==> src/design/rau_pkg.sv <==
package rau_pkg;

  // Field widths on the stream ports are fixed; WORD_BITS only sets the internal word.
  localparam int unsigned WORD_BITS_DEF = 32;
  localparam int unsigned OP_W          = 3;
  localparam int unsigned FIELD_W       = 32;

  localparam int unsigned OFF_OP = 0;
  localparam int unsigned OFF_XN = OFF_OP + OP_W;
  localparam int unsigned OFF_XD = OFF_XN + FIELD_W;
  localparam int unsigned OFF_YN = OFF_XD + FIELD_W;
  localparam int unsigned OFF_YD = OFF_YN + FIELD_W;
  localparam int unsigned S_BITS = OFF_YD + FIELD_W;
  localparam int unsigned S_TDATA_W = ((S_BITS + 7) / 8) * 8;

  localparam int unsigned OFF_RN  = 0;
  localparam int unsigned OFF_RD  = OFF_RN + FIELD_W;
  localparam int unsigned OFF_ERR = OFF_RD + FIELD_W;
  localparam int unsigned M_BITS  = OFF_ERR + 1;
  localparam int unsigned M_TDATA_W = ((M_BITS + 7) / 8) * 8;

  typedef enum logic [OP_W-1:0] {
    OP_ADD    = 3'd0,
    OP_SUB    = 3'd1,
    OP_MUL    = 3'd2,
    OP_DIV    = 3'd3,
    OP_REDUCE = 3'd4
  } op_e;

  typedef enum logic [1:0] {
    MUL_XN_YD,
    MUL_XD_YN,
    MUL_XN_YN,
    MUL_XD_YD
  } mul_sel_e;

  typedef enum logic [1:0] {
    NUM_HOLD,
    NUM_LOAD,
    NUM_ADD,
    NUM_SUB
  } num_op_e;

  typedef enum logic [1:0] {
    DIV_GCD,
    DIV_NUM,
    DIV_DEN
  } div_sel_e;

  typedef struct packed {
    logic     load;
    logic     mul_en;
    mul_sel_e mul_sel;
    num_op_e  num_op;
    logic     den_load;
    logic     gcd_init;
    logic     gcd_step;
    logic     div_start;
    div_sel_e div_sel;
    logic     qn_store;
    logic     qd_store;
    logic     err_set;
    logic     out_load;
  } dp_cmd_t;

  typedef struct packed {
    op_e  op;
    logic a_zero;
    logic b_zero;
    logic div_done;
  } dp_status_t;

endpackage

==> src/design/rau_divider.sv <==
module rau_divider import rau_pkg::*; #(
  parameter int unsigned WORD_BITS = WORD_BITS_DEF
) (
  input  logic                 clk_i,
  input  logic                 rst_ni,
  input  logic                 start_i,
  input  logic [WORD_BITS-1:0] dividend_i,
  input  logic [WORD_BITS-1:0] divisor_i,
  output logic [WORD_BITS-1:0] quo_o,
  output logic [WORD_BITS-1:0] rem_o,
  output logic                 done_o
);

  localparam int unsigned CNT_W = $clog2(WORD_BITS);
  localparam logic [CNT_W-1:0] CNT_LAST = CNT_W'(WORD_BITS - 1);

  logic                 busy_q;
  logic                 done_q;
  logic [CNT_W-1:0]     cnt_q;
  logic [WORD_BITS-1:0] d_q;
  logic [WORD_BITS-1:0] q_q, q_d;
  logic [WORD_BITS-1:0] r_q, r_d;
  logic [WORD_BITS:0]   shifted;
  logic [WORD_BITS:0]   diff;
  logic                 take;

  // One restoring step: shift in the next dividend bit, subtract if it fits.
  always_comb begin
    shifted = {r_q, q_q[WORD_BITS-1]};
    diff    = shifted - {1'b0, d_q};
    take    = !diff[WORD_BITS];
    r_d     = take ? diff[WORD_BITS-1:0] : shifted[WORD_BITS-1:0];
    q_d     = {q_q[WORD_BITS-2:0], take};
  end

  always_ff @(posedge clk_i or negedge rst_ni) begin
    if (!rst_ni) begin
      busy_q <= 1'b0;
      done_q <= 1'b0;
      cnt_q  <= '0;
    end else if (start_i) begin
      busy_q <= 1'b1;
      done_q <= 1'b0;
      cnt_q  <= '0;
    end else if (busy_q) begin
      cnt_q <= cnt_q + 1'b1;
      if (cnt_q == CNT_LAST) begin
        busy_q <= 1'b0;
        done_q <= 1'b1;
      end
    end else begin
      done_q <= 1'b0;
    end
  end

  always_ff @(posedge clk_i) begin
    if (start_i) begin
      d_q <= divisor_i;
      q_q <= dividend_i;
      r_q <= '0;
    end else if (busy_q) begin
      q_q <= q_d;
      r_q <= r_d;
    end
  end

  assign quo_o  = q_q;
  assign rem_o  = r_q;
  assign done_o = done_q;

endmodule

==> src/design/rau_datapath.sv <==
module rau_datapath import rau_pkg::*; #(
  parameter int unsigned WORD_BITS = WORD_BITS_DEF
) (
  input  logic                 clk_i,
  input  logic                 rst_ni,
  input  dp_cmd_t              cmd_i,
  output dp_status_t           status_o,
  input  logic [OP_W-1:0]      op_i,
  input  logic [WORD_BITS-1:0] xn_i,
  input  logic [WORD_BITS-1:0] xd_i,
  input  logic [WORD_BITS-1:0] yn_i,
  input  logic [WORD_BITS-1:0] yd_i,
  output logic [WORD_BITS-1:0] res_num_o,
  output logic [WORD_BITS-1:0] res_den_o,
  output logic                 err_o
);

  op_e                  op_q;
  logic [WORD_BITS-1:0] xn_q, xd_q, yn_q, yd_q;
  logic [WORD_BITS-1:0] xn_mag, xd_mag;
  logic [WORD_BITS-1:0] ma, mb, prod_d, prod_q;
  logic [WORD_BITS-1:0] num_q, den_q;
  logic [WORD_BITS-1:0] a_q, b_q;
  logic                 err_q;
  logic [WORD_BITS-1:0] out_num_q, out_den_q;
  logic                 out_err_q;
  logic [WORD_BITS-1:0] div_a, div_b, quo, rem;
  logic                 div_done;

  // Magnitudes as unsigned words; the most negative value maps onto itself.
  assign xn_mag = xn_q[WORD_BITS-1] ? (~xn_q + 1'b1) : xn_q;
  assign xd_mag = xd_q[WORD_BITS-1] ? (~xd_q + 1'b1) : xd_q;

  always_comb begin
    case (cmd_i.mul_sel)
      MUL_XN_YD: begin ma = xn_q; mb = yd_q; end
      MUL_XD_YN: begin ma = xd_q; mb = yn_q; end
      MUL_XN_YN: begin ma = xn_q; mb = yn_q; end
      default:   begin ma = xd_q; mb = yd_q; end
    endcase
    prod_d = ma * mb;
  end

  always_comb begin
    case (cmd_i.div_sel)
      DIV_GCD: begin div_a = a_q;    div_b = b_q; end
      DIV_NUM: begin div_a = xn_mag; div_b = a_q; end
      DIV_DEN: begin div_a = xd_mag; div_b = a_q; end
      default: begin div_a = a_q;    div_b = b_q; end
    endcase
  end

  rau_divider #(
    .WORD_BITS(WORD_BITS)
  ) u_div (
    .clk_i,
    .rst_ni,
    .start_i   (cmd_i.div_start),
    .dividend_i(div_a),
    .divisor_i (div_b),
    .quo_o     (quo),
    .rem_o     (rem),
    .done_o    (div_done)
  );

  always_ff @(posedge clk_i) begin
    if (cmd_i.load) begin
      op_q <= op_e'(op_i);
      xn_q <= xn_i;
      xd_q <= xd_i;
      yn_q <= yn_i;
      yd_q <= yd_i;
    end

    if (cmd_i.mul_en) prod_q <= prod_d;

    // Defaults to x so that unused codes and the zero gcd case pass it through.
    if (cmd_i.load) begin
      num_q <= xn_i;
    end else if (cmd_i.qn_store) begin
      num_q <= xn_q[WORD_BITS-1] ? (~quo + 1'b1) : quo;
    end else begin
      case (cmd_i.num_op)
        NUM_LOAD: num_q <= prod_q;
        NUM_ADD:  num_q <= num_q + prod_q;
        NUM_SUB:  num_q <= num_q - prod_q;
        default:  num_q <= num_q;
      endcase
    end

    if (cmd_i.load) begin
      den_q <= xd_i;
    end else if (cmd_i.qd_store) begin
      den_q <= xd_q[WORD_BITS-1] ? (~quo + 1'b1) : quo;
    end else if (cmd_i.den_load) begin
      den_q <= prod_q;
    end

    if (cmd_i.load)         err_q <= 1'b0;
    else if (cmd_i.err_set) err_q <= 1'b1;

    if (cmd_i.gcd_init) begin
      a_q <= xn_mag;
      b_q <= xd_mag;
    end else if (cmd_i.gcd_step) begin
      a_q <= b_q;
      b_q <= rem;
    end

    if (cmd_i.out_load) begin
      out_num_q <= num_q;
      out_den_q <= den_q;
      out_err_q <= err_q;
    end
  end

  assign status_o.op       = op_q;
  assign status_o.a_zero   = (a_q == '0);
  assign status_o.b_zero   = (b_q == '0);
  assign status_o.div_done = div_done;

  assign res_num_o = out_num_q;
  assign res_den_o = out_den_q;
  assign err_o     = out_err_q;

endmodule

==> src/design/rau_ctrl.sv <==
module rau_ctrl import rau_pkg::*; (
  input  logic       clk_i,
  input  logic       rst_ni,
  input  logic       s_valid_i,
  output logic       s_ready_o,
  output logic       m_valid_o,
  input  logic       m_ready_i,
  input  dp_status_t status_i,
  output dp_cmd_t    cmd_o
);

  typedef enum logic [3:0] {
    S_IDLE,
    S_DISPATCH,
    S_M1,
    S_M2,
    S_M3,
    S_M4,
    S_GCD_INIT,
    S_GCD_TEST,
    S_GCD_WAIT,
    S_QN_WAIT,
    S_QD_WAIT,
    S_FINISH
  } state_e;

  state_e  state_q, state_d;
  logic    out_valid_q;
  logic    cross_add;

  assign cross_add = (status_i.op == OP_ADD) || (status_i.op == OP_SUB);

  always_comb begin
    state_d         = state_q;
    cmd_o.load      = 1'b0;
    cmd_o.mul_en    = 1'b0;
    cmd_o.mul_sel   = MUL_XN_YD;
    cmd_o.num_op    = NUM_HOLD;
    cmd_o.den_load  = 1'b0;
    cmd_o.gcd_init  = 1'b0;
    cmd_o.gcd_step  = 1'b0;
    cmd_o.div_start = 1'b0;
    cmd_o.div_sel   = DIV_GCD;
    cmd_o.qn_store  = 1'b0;
    cmd_o.qd_store  = 1'b0;
    cmd_o.err_set   = 1'b0;
    cmd_o.out_load  = 1'b0;

    unique case (state_q)
      S_IDLE: begin
        if (s_valid_i) begin
          cmd_o.load = 1'b1;
          state_d    = S_DISPATCH;
        end
      end
      S_DISPATCH: begin
        unique case (status_i.op)
          OP_ADD, OP_SUB, OP_MUL, OP_DIV: state_d = S_M1;
          OP_REDUCE:                      state_d = S_GCD_INIT;
          default:                        state_d = S_FINISH;
        endcase
      end
      S_M1: begin
        cmd_o.mul_en  = 1'b1;
        cmd_o.mul_sel = (status_i.op == OP_MUL) ? MUL_XN_YN : MUL_XN_YD;
        state_d       = S_M2;
      end
      S_M2: begin
        cmd_o.mul_en  = 1'b1;
        cmd_o.mul_sel = (status_i.op == OP_MUL) ? MUL_XD_YD : MUL_XD_YN;
        cmd_o.num_op  = NUM_LOAD;
        state_d       = S_M3;
      end
      S_M3: begin
        if (cross_add) begin
          cmd_o.mul_en  = 1'b1;
          cmd_o.mul_sel = MUL_XD_YD;
          cmd_o.num_op  = (status_i.op == OP_SUB) ? NUM_SUB : NUM_ADD;
          state_d       = S_M4;
        end else begin
          cmd_o.den_load = 1'b1;
          state_d        = S_FINISH;
        end
      end
      S_M4: begin
        cmd_o.den_load = 1'b1;
        state_d        = S_FINISH;
      end
      S_GCD_INIT: begin
        cmd_o.gcd_init = 1'b1;
        state_d        = S_GCD_TEST;
      end
      S_GCD_TEST: begin
        if (!status_i.b_zero) begin
          cmd_o.div_start = 1'b1;
          cmd_o.div_sel   = DIV_GCD;
          state_d         = S_GCD_WAIT;
        end else if (status_i.a_zero) begin
          cmd_o.err_set = 1'b1;
          state_d       = S_FINISH;
        end else begin
          cmd_o.div_start = 1'b1;
          cmd_o.div_sel   = DIV_NUM;
          state_d         = S_QN_WAIT;
        end
      end
      S_GCD_WAIT: begin
        if (status_i.div_done) begin
          cmd_o.gcd_step = 1'b1;
          state_d        = S_GCD_TEST;
        end
      end
      S_QN_WAIT: begin
        if (status_i.div_done) begin
          cmd_o.qn_store  = 1'b1;
          cmd_o.div_start = 1'b1;
          cmd_o.div_sel   = DIV_DEN;
          state_d         = S_QD_WAIT;
        end
      end
      S_QD_WAIT: begin
        if (status_i.div_done) begin
          cmd_o.qd_store = 1'b1;
          state_d        = S_FINISH;
        end
      end
      S_FINISH: begin
        // The output register is free, or its transaction completes this cycle.
        if (!out_valid_q || m_ready_i) begin
          cmd_o.out_load = 1'b1;
          state_d        = S_IDLE;
        end
      end
      default: state_d = S_IDLE;
    endcase
  end

  always_ff @(posedge clk_i or negedge rst_ni) begin
    if (!rst_ni) begin
      state_q     <= S_IDLE;
      out_valid_q <= 1'b0;
    end else begin
      state_q <= state_d;
      if (cmd_o.out_load)  out_valid_q <= 1'b1;
      else if (m_ready_i)  out_valid_q <= 1'b0;
    end
  end

  assign s_ready_o = (state_q == S_IDLE);
  assign m_valid_o = out_valid_q;

endmodule

==> src/design/rational_arithmetic_unit_top.sv <==
// Multiply and divide form two products in turn; add and subtract form a third and
// combine them, and unused codes return the loaded x unchanged. Reduce runs one Euclid
// remainder step per divider pass, then the two final quotients, or sets the error when
// both parts are zero; every step runs through one shared bit-serial divider.
// One transaction is in flight at a time; the next is accepted in the cycle after its
// result is loaded, and loading waits while the output register holds an unaccepted one.
// Reset is asynchronous and active low; it clears the controller and divider state.
module rational_arithmetic_unit_top import rau_pkg::*; #(
  parameter int unsigned WORD_BITS = WORD_BITS_DEF
) (
  input  logic                 clk_i,
  input  logic                 rst_ni,
  input  logic                 s_axis_tvalid_i,
  output logic                 s_axis_tready_o,
  // operation[2:0], x_num[34:3], x_den[66:35], y_num[98:67], y_den[130:99], zero pad
  input  logic [S_TDATA_W-1:0] s_axis_tdata_i,
  output logic                 m_axis_tvalid_o,
  input  logic                 m_axis_tready_i,
  // res_num[31:0], res_den[63:32], zero_gcd_error[64], zero pad
  output logic [M_TDATA_W-1:0] m_axis_tdata_o
);

  dp_cmd_t              cmd;
  dp_status_t           status;
  logic [WORD_BITS-1:0] res_num, res_den;
  logic                 err;

  rau_ctrl u_ctrl (
    .clk_i,
    .rst_ni,
    .s_valid_i(s_axis_tvalid_i),
    .s_ready_o(s_axis_tready_o),
    .m_valid_o(m_axis_tvalid_o),
    .m_ready_i(m_axis_tready_i),
    .status_i (status),
    .cmd_o    (cmd)
  );

  rau_datapath #(
    .WORD_BITS(WORD_BITS)
  ) u_dp (
    .clk_i,
    .rst_ni,
    .cmd_i    (cmd),
    .status_o (status),
    .op_i     (s_axis_tdata_i[OFF_OP +: OP_W]),
    .xn_i     (s_axis_tdata_i[OFF_XN +: WORD_BITS]),
    .xd_i     (s_axis_tdata_i[OFF_XD +: WORD_BITS]),
    .yn_i     (s_axis_tdata_i[OFF_YN +: WORD_BITS]),
    .yd_i     (s_axis_tdata_i[OFF_YD +: WORD_BITS]),
    .res_num_o(res_num),
    .res_den_o(res_den),
    .err_o    (err)
  );

  always_comb begin
    m_axis_tdata_o                        = '0;
    m_axis_tdata_o[OFF_RN +: FIELD_W]     = FIELD_W'($signed(res_num));
    m_axis_tdata_o[OFF_RD +: FIELD_W]     = FIELD_W'($signed(res_den));
    m_axis_tdata_o[OFF_ERR]               = err;
  end

  a_one_in_flight: assert property (@(posedge clk_i) disable iff (!rst_ni)
    s_axis_tvalid_i && s_axis_tready_o |=> !s_axis_tready_o)
    else $error("input accepted while a transaction is in flight");

  a_result_shown: assert property (@(posedge clk_i) disable iff (!rst_ni)
    cmd.out_load |=> m_axis_tvalid_o)
    else $error("loaded result not presented on the output");

  a_div_reduce_only: assert property (@(posedge clk_i) disable iff (!rst_ni)
    status.div_done |-> status.op == OP_REDUCE)
    else $error("divider finished outside a reduce operation");

endmodule
==> config.mk <==
export PLATFORM = sky130hd
export DESIGN_NAME = rational_arithmetic_unit_top
export DESIGN_NICKNAME = d
export VERILOG_FILES = /design/src/design/rau_pkg.sv /design/src/design/rau_divider.sv /design/src/design/rau_datapath.sv /design/src/design/rau_ctrl.sv /design/src/design/rational_arithmetic_unit_top.sv
export SDC_FILE = /design/constraint.sdc
export NUM_CORES = 2
export LEC_CHECK = 0
export BUFFER_PORTS_ARGS = -buffer_cell sky130_fd_sc_hd__buf_4
export CORE_MARGIN = 5
export CORE_UTILIZATION = 55
export DETAILED_ROUTE_END_ITERATION = 7
export GPL_TIMING_DRIVEN = 0
export PLACE_DENSITY = 0.73
export SETUP_SLACK_MARGIN = 0.3
export SLEW_MARGIN = 25
export SYNTH_ARGS = -nofsm -noshare
export SYNTH_HDL_FRONTEND = slang
export SYNTH_SLANG_ARGS = --single-unit
==> constraint.sdc <==
create_clock -name clk_i -period 22.3 [get_ports clk_i]
set_clock_uncertainty 0.05 [all_clocks]
set_input_delay 3.345 -clock clk_i [delete_from_list [all_inputs] [get_ports clk_i]]
set_output_delay 3.345 -clock clk_i [all_outputs]
set_load 0.02 [all_outputs]
# [Word level (Yosys, flattened, before mapping)]
# Cells that the tools add are included.
[word_totals] reg_bits=465 inputBits=140 out_inout_bits=74 wordCells=146
[classes] addsub=7 muxes=65 n_mul=1 n_bitwise=3 n_reduce_logical=19 eq_ne=29
[ops] operator="32-bit two-way mux" n=19
[ops] operator="32-bit by 1-bit adder with 32-bit output, second input constant" n=3
[ops] operator="32-bit NOT" n=3
[ops] operator="32-bit case mux with 3 select lines" n=1
[ops] operator="32-bit zero test" n=2
[ops] operator="32-bit case mux with 2 select lines" n=1
[ops] operator="4-bit case mux with 12 select lines" n=1
[ops] operator="33-bit by 32-bit subtractor with 33-bit output" n=1
[ops] operator="32-bit adder" n=1
[ops] operator="32-bit by 32-bit multiplier with 32-bit output" n=1
[ops] operator="32-bit subtractor" n=1
[ops] operator="4-bit two-way mux" n=7
[ops] operator="1-bit two-way mux" n=22
[ops] operator="4-bit by 3-bit equality test with 1-bit output, second input constant" n=4
[ops] operator="4-bit equality test, second input constant" n=4
[ops] operator="5-bit two-way mux" n=3
[ops] operator="3-bit case mux with 3 select lines" n=1
[ops] operator="2-bit equality test, second input constant" n=4
[ops] operator="4-bit by 2-bit equality test with 1-bit output, second input constant" n=2
[ops] operator="2-bit two-way mux" n=4
[ops] operator="2-bit by 1-bit != test with 1-bit output, second input constant" n=4
[ops] operator="4-bit case mux with 2 select lines" n=1
[ops] operator="2-bit by 1-bit equality test with 1-bit output, second input constant" n=3
[ops] operator="3-bit by 2-bit equality test with 1-bit output, second input constant" n=2
[ops] operator="22 further kinds" n=29

# [Depth between registers and ports, before layout]
[logic_depth] ltp_word=8 ltp_mapped=36 mapped_depth_nobuf=31

# [Modules after synthesis]
# A second synthesis with hierarchy kept.
[hier_totals] cells_unflattened=4141 area_unflattened_um2=41387.2
[modules_own_cells] mod="rau_datapath" n_inst=1 area_each_um2=34757.1 cells_each=3450 seq_area_each_um2=10710.3
[modules_own_cells] mod="rau_divider" n_inst=1 area_each_um2=6002.0 cells_each=605 seq_area_each_um2=2737.6
[modules_own_cells] mod="rau_ctrl" n_inst=1 area_each_um2=564.3 cells_each=77 seq_area_each_um2=125.1
[modules_own_cells] mod="rational_arithmetic_unit_top" n_inst=1 area_each_um2=63.8 cells_each=9 seq_area_each_um2=0.0

# [Least setup slack after synthesis]
# Ideal clock, no wire load.
[synth_timing] path_kind="register to register" from="reg u_ctrl.state_q[1]" to="reg u_dp.prod_q[28], data pin" slack_ps=13522 path_buffers=4 t_arrival_ps=8462 path_stages_with_launch=30 period_less_slack_ps=8778 setup_ps=265 t_required_ps=21985 cell_sequence="dfrtp_1 buf_2 nand2_1 nor3_1 nor2_4 buf_4 buf_2 buf_1 mux2i_1 nor2_1 fa_1 inv_1 fa_1 fa_1 fa_1 inv_1 fa_1 fa_1 fa_1 fa_1 ha_1 a21o_1 a21oi_1 o21bai_1 a21o_1 a21oi_1 o21ai_0 a211oi_1 nor4_1 or3_1"
[synth_between] elab_chain_cells=6 word_cells_on_any_way=12 classes_between="1 x mul; 5 x eq/ne; 3 x mux; 3 x reduce/logical"
[synth_rtl] element="from (decl)" line="rau_ctrl.sv:27" rtl="state_e state_q, state_d;"
[synth_rtl] element="from (signal assigned)" line="rau_ctrl.sv:143" rtl="state_q <= state_d;"
[synth_rtl] element="4-bit by 3-bit equality test with 1-bit output / 4-bit by 2-bit equality test with 1-bit output (equally long branches)" line="rau_ctrl.sv:49" rtl="unique case (state_q)"
[synth_rtl] element="3-bit case mux with 3 select lines *" line="rau_ctrl.sv:49"
[synth_rtl] element="2-bit equality test, or another cell as far along" line="rau_datapath.sv:35" rtl="case (cmd_i.mul_sel)"
[synth_rtl] element="2-bit OR reduction (no source line)"
[synth_rtl] element="32-bit two-way mux" line="rau_datapath.sv:35"
[synth_rtl] element="32-bit by 32-bit multiplier with 32-bit output *" line="rau_datapath.sv:41" rtl="prod_d = ma * mb;"
[synth_rtl] element="net u_dp.prod_d[28]" line="rau_datapath.sv:21" rtl="logic [WORD_BITS-1:0] ma, mb, prod_d, prod_q;"
[synth_rtl] element="to (signal assigned)" line="rau_datapath.sv:75" rtl="if (cmd_i.mul_en) prod_q <= prod_d;"
[synth_rtl] element="to (decl)" line="rau_datapath.sv:21"
# The timed path passes the listed nets; every way through them passes the cells marked *.
# A chain may end at the register's enable or synchronous reset.

# [Worst setup path in the final report]
[layout_timing] from="reg u_ctrl.state_q[0]" to="reg u_dp.prod_q[28], data pin"
# The elaborated chain is that of the path after synthesis.

==> results.py <==
metrics = {
    "timing": {
        "timing.final.crit_period_ps": 11210,
        "fin_ws_ps": 11090,
        "setup_viol": 0,
        "timing.fmax_ghz": 0.0892,
        "period_share_pct": 50.3,
        "relSlewSlack_pct": 16.3,
        "slew_violations": 0,
        "finalSetupTns_ps": 0,
        "rsz0062_at_grt": "no",
        "final-hold-violation-count": 0,
        "tightest_slew_ps": 1260,
    },
    "worst_setup_path": {
        "cp_max_fo": 10,
        "cp.arrival_ps": 11510,
        "worstReg2RegEnd": "u_dp.prod_q[28]",
        "cp_common_cell": "fa_1",
        "critPathCaptureType": "flip-flop",
        "reg2reg_from": "u_ctrl.state_q[0]",
        "rr_worst_depth": 31,
        "slowest_delay_ps": 880,
        "crit_family": "adder cells",
        "slowest_stage": "nor3_1",
        "path_class": "flip-flop to flip-flop",
        "rrSetupSlack_ps": 11090,
        "cp.required_ps": 22600,
        "cp.buffers_inverters": 9,
        "start_kind": "flip-flop",
    },
    "clocking": {
        "cts_buffers": 52,
        "cts_tree": "done",
        "htree_levels": 2,
        "holdBufCountCts": 0,
        "post_cts_resized": 0,
        "clock_latency_ps": 660,
        "cts_buffer_depth": 3,
        "path_clk_slew_ps": 60,
        "cts_sinks": 465,
        "post_cts_buffers": 0,
        "clockRootBuffer": "clkbuf_16",
    },
    "worst_hold_path": {
        "min_from": "u_dp.den_q[5]",
        "hp-class": "flip-flop to flip-flop",
        "holdPathEnd": "u_dp.res_den_o[5]",
        "whs_path_depth": 0,
    },
    "grt": {
        "grt_pass1_wl_um": 208000,
        "grt.total_usage_pct": 35.6,
        "grt_max_degree": 41,
        "grt_pass1_vias": 32300,
        "antenna_found_initial": 4,
        "grt-ovfl-total": 0,
    },
    "logic_synthesis": {
        "synth.distinct_cells": 73,
        "ys_ff_latch": 465,
        "avgSynthCellArea_um2": 9.92,
        "synth_area_mm2": 0.0404,
        "synth_top_area_cell": "edfxtp_1",
        "synth.most_common_cell": "nor2_1",
        "synth_top_area_share_pct": 31.2,
        "netlist_instances": 4071,
        "synth_commonest_cells": "nor2_1, inv_1, edfxtp_1",
        "synthFlopType": "edfxtp_1",
        "async_flop_share_pct": 2.58,
        "synth-edff-count": 420,
        "synthTopCellsByArea": "edfxtp_1, fa_1, ha_1, nor2_1, inv_1",
        "yosys_warnings": 0,
        "ys_seq_area_share_pct": 33.6,
    },
    "detailed_routing": {
        "post_drt_wl_per_cell_um": 26.6,
        "dr.pass1.iters": 6,
        "drc_errors": 0,
        "vias": 33000,
        "vias_per_cell": 6.16,
        "ant_nets": 0,
        "drt_iter0_drc": 4103,
        "route.final.wire_length_um": 143000,
    },
    "job": {
        "maxCapViolCount": 0,
    },
    "placed_design": {
        "port_buffers": 201,
        "dp_hpwl_um": 113000,
        "place_ws_ps": 11280,
        "gp_congestion": 0.999,
        "place_inst": 5257,
    },
    "final_layout": {
        "nFillCells": 6157,
        "nets": 5096,
        "drive_above_1_share_pct": 11.2,
        "area.growth.synth_to_final_pct": 12.1,
        "fin_cells": 5357,
    },
    "floorplan": {
        "core_area_mm2": 0.0728,
        "start_util_pct": 55.4,
        "std_cell_rows": 99,
        "die_area_mm2": 0.0789,
        "die_h_um": 281,
        "ioPinCount": 214,
        "dieWidth_um": 281,
    },
    "outcome": {
        "outcome": "completed",
    },
}
cell families after synthesis:
group | Yosys count | synth area share, %
muxes | 149 | 3.92
and+or+nand+nor | 1216 | 13.0
DFF | 465 | 33.6
buffers and inverters | 642 | 6.09
adders and majority gates | 604 | 26.3
xor gates and xnor gates | 286 | 6.24
AOI/OAI and AO/OA | 708 | 10.8
other | 1 | 0.00929
how the worst max path moves through the flow:
stage,cells after the start,startpoint,endpoint
5_1_grt,31,u_ctrl.state_q[0],u_dp.prod_q[28]
3_5_place_dp,31,u_ctrl.state_q[0],u_dp.prod_q[28]
6_report,31,u_ctrl.state_q[0],u_dp.prod_q[28]
4_1_cts,31,u_ctrl.state_q[0],u_dp.prod_q[28]
2_1_floorplan,29,u_ctrl.state_q[1],u_dp.prod_q[28]
3_3_place_gp,7,s_axis_tvalid_i,u_dp.den_q[19]
stage by stage:
stage | hold slack (ps) | area, um^2 | util [%]
3_5_place_dp | 355 | 43600 | 59.8
6_report | 369 | 45200 | 62.1
5_1_grt | 380 | 45200 | 62.1
2_1_floorplan | 350 | 40400 | -
3_3_place_gp | 351 | 43100 | 59.2
4_1_cts | 367 | 45200 | 62.1
layer usage:
| layer | vias up | GRT usage, % | wire length [um] |
|---|---|---|---|
| li1 | 14200 | - | - |
| met1 | 16100 | 45.9 | 51900 |
| met2 | 2139 | 55.5 | 63500 |
| met3 | 516 | 9.55 | 17300 |
| met4 | 6 | 19.0 | 10100 |
| met5 | - | 0 | 54 |
sequential cells by signal, summed over array words and instances, names as in the netlist:
name and cells:
u_ctrl.m_valid_o 1, u_ctrl.state_q 4, u_dp.a_q 32, u_dp.b_q 32, u_dp.den_q 32, u_dp.err_o 1, u_dp.err_q 1, u_dp.num_q 32
u_dp.op_q 3, u_dp.prod_q 32, u_dp.res_den_o 32, u_dp.res_num_o 32, u_dp.u_div.busy_q 1, u_dp.u_div.cnt_q 5, u_dp.u_div.d_q 32, u_dp.u_div.done_o 1
u_dp.u_div.quo_o 32, u_dp.u_div.rem_o 32, u_dp.xd_q 32, u_dp.xn_q 32, u_dp.yd_q 32, u_dp.yn_q 32
layout make-up:
cell class	instances	area [um^2]	share of cell area, %
antenna	2	5.00	0.0111
buffer	193	782	1.73
clock buffer	63	1350	2.99
clock inverter	35	332	0.733
inverter	449	1690	3.72
multi-input combinational	2970	24500	54.2
sequential	465	13600	30.0
tap	959	1200	2.65
timing repair buffer	221	1810	4.01
placed cells by master (no fill, tap or decap), types with 20 or more instances in the layout:
master,instances
buf_4,218
clkbuf_16,52
ha_1,194
mux2i_2,21
nand2_1,398
nor4_1,27
xnor2_1,162
inv_1,448
nor2_1,538
mux2i_1,58
clkbuf_1,162
fa_1,410
dfxtp_1,33
nor3_1,29
o31ai_1,49
a21o_1,46
mux2_2,69
o211ai_1,33
or3_1,29
edfxtp_1,420
xor2_1,123
nand2b_1,40
a31oi_1,20
nand3_1,36
a21oi_1,192
o21ai_0,222
or2_2,40
Power is left out: the tool's default activity adds up to more than one toggle a clock period on the data nets, which glitch-free logic cannot reach.
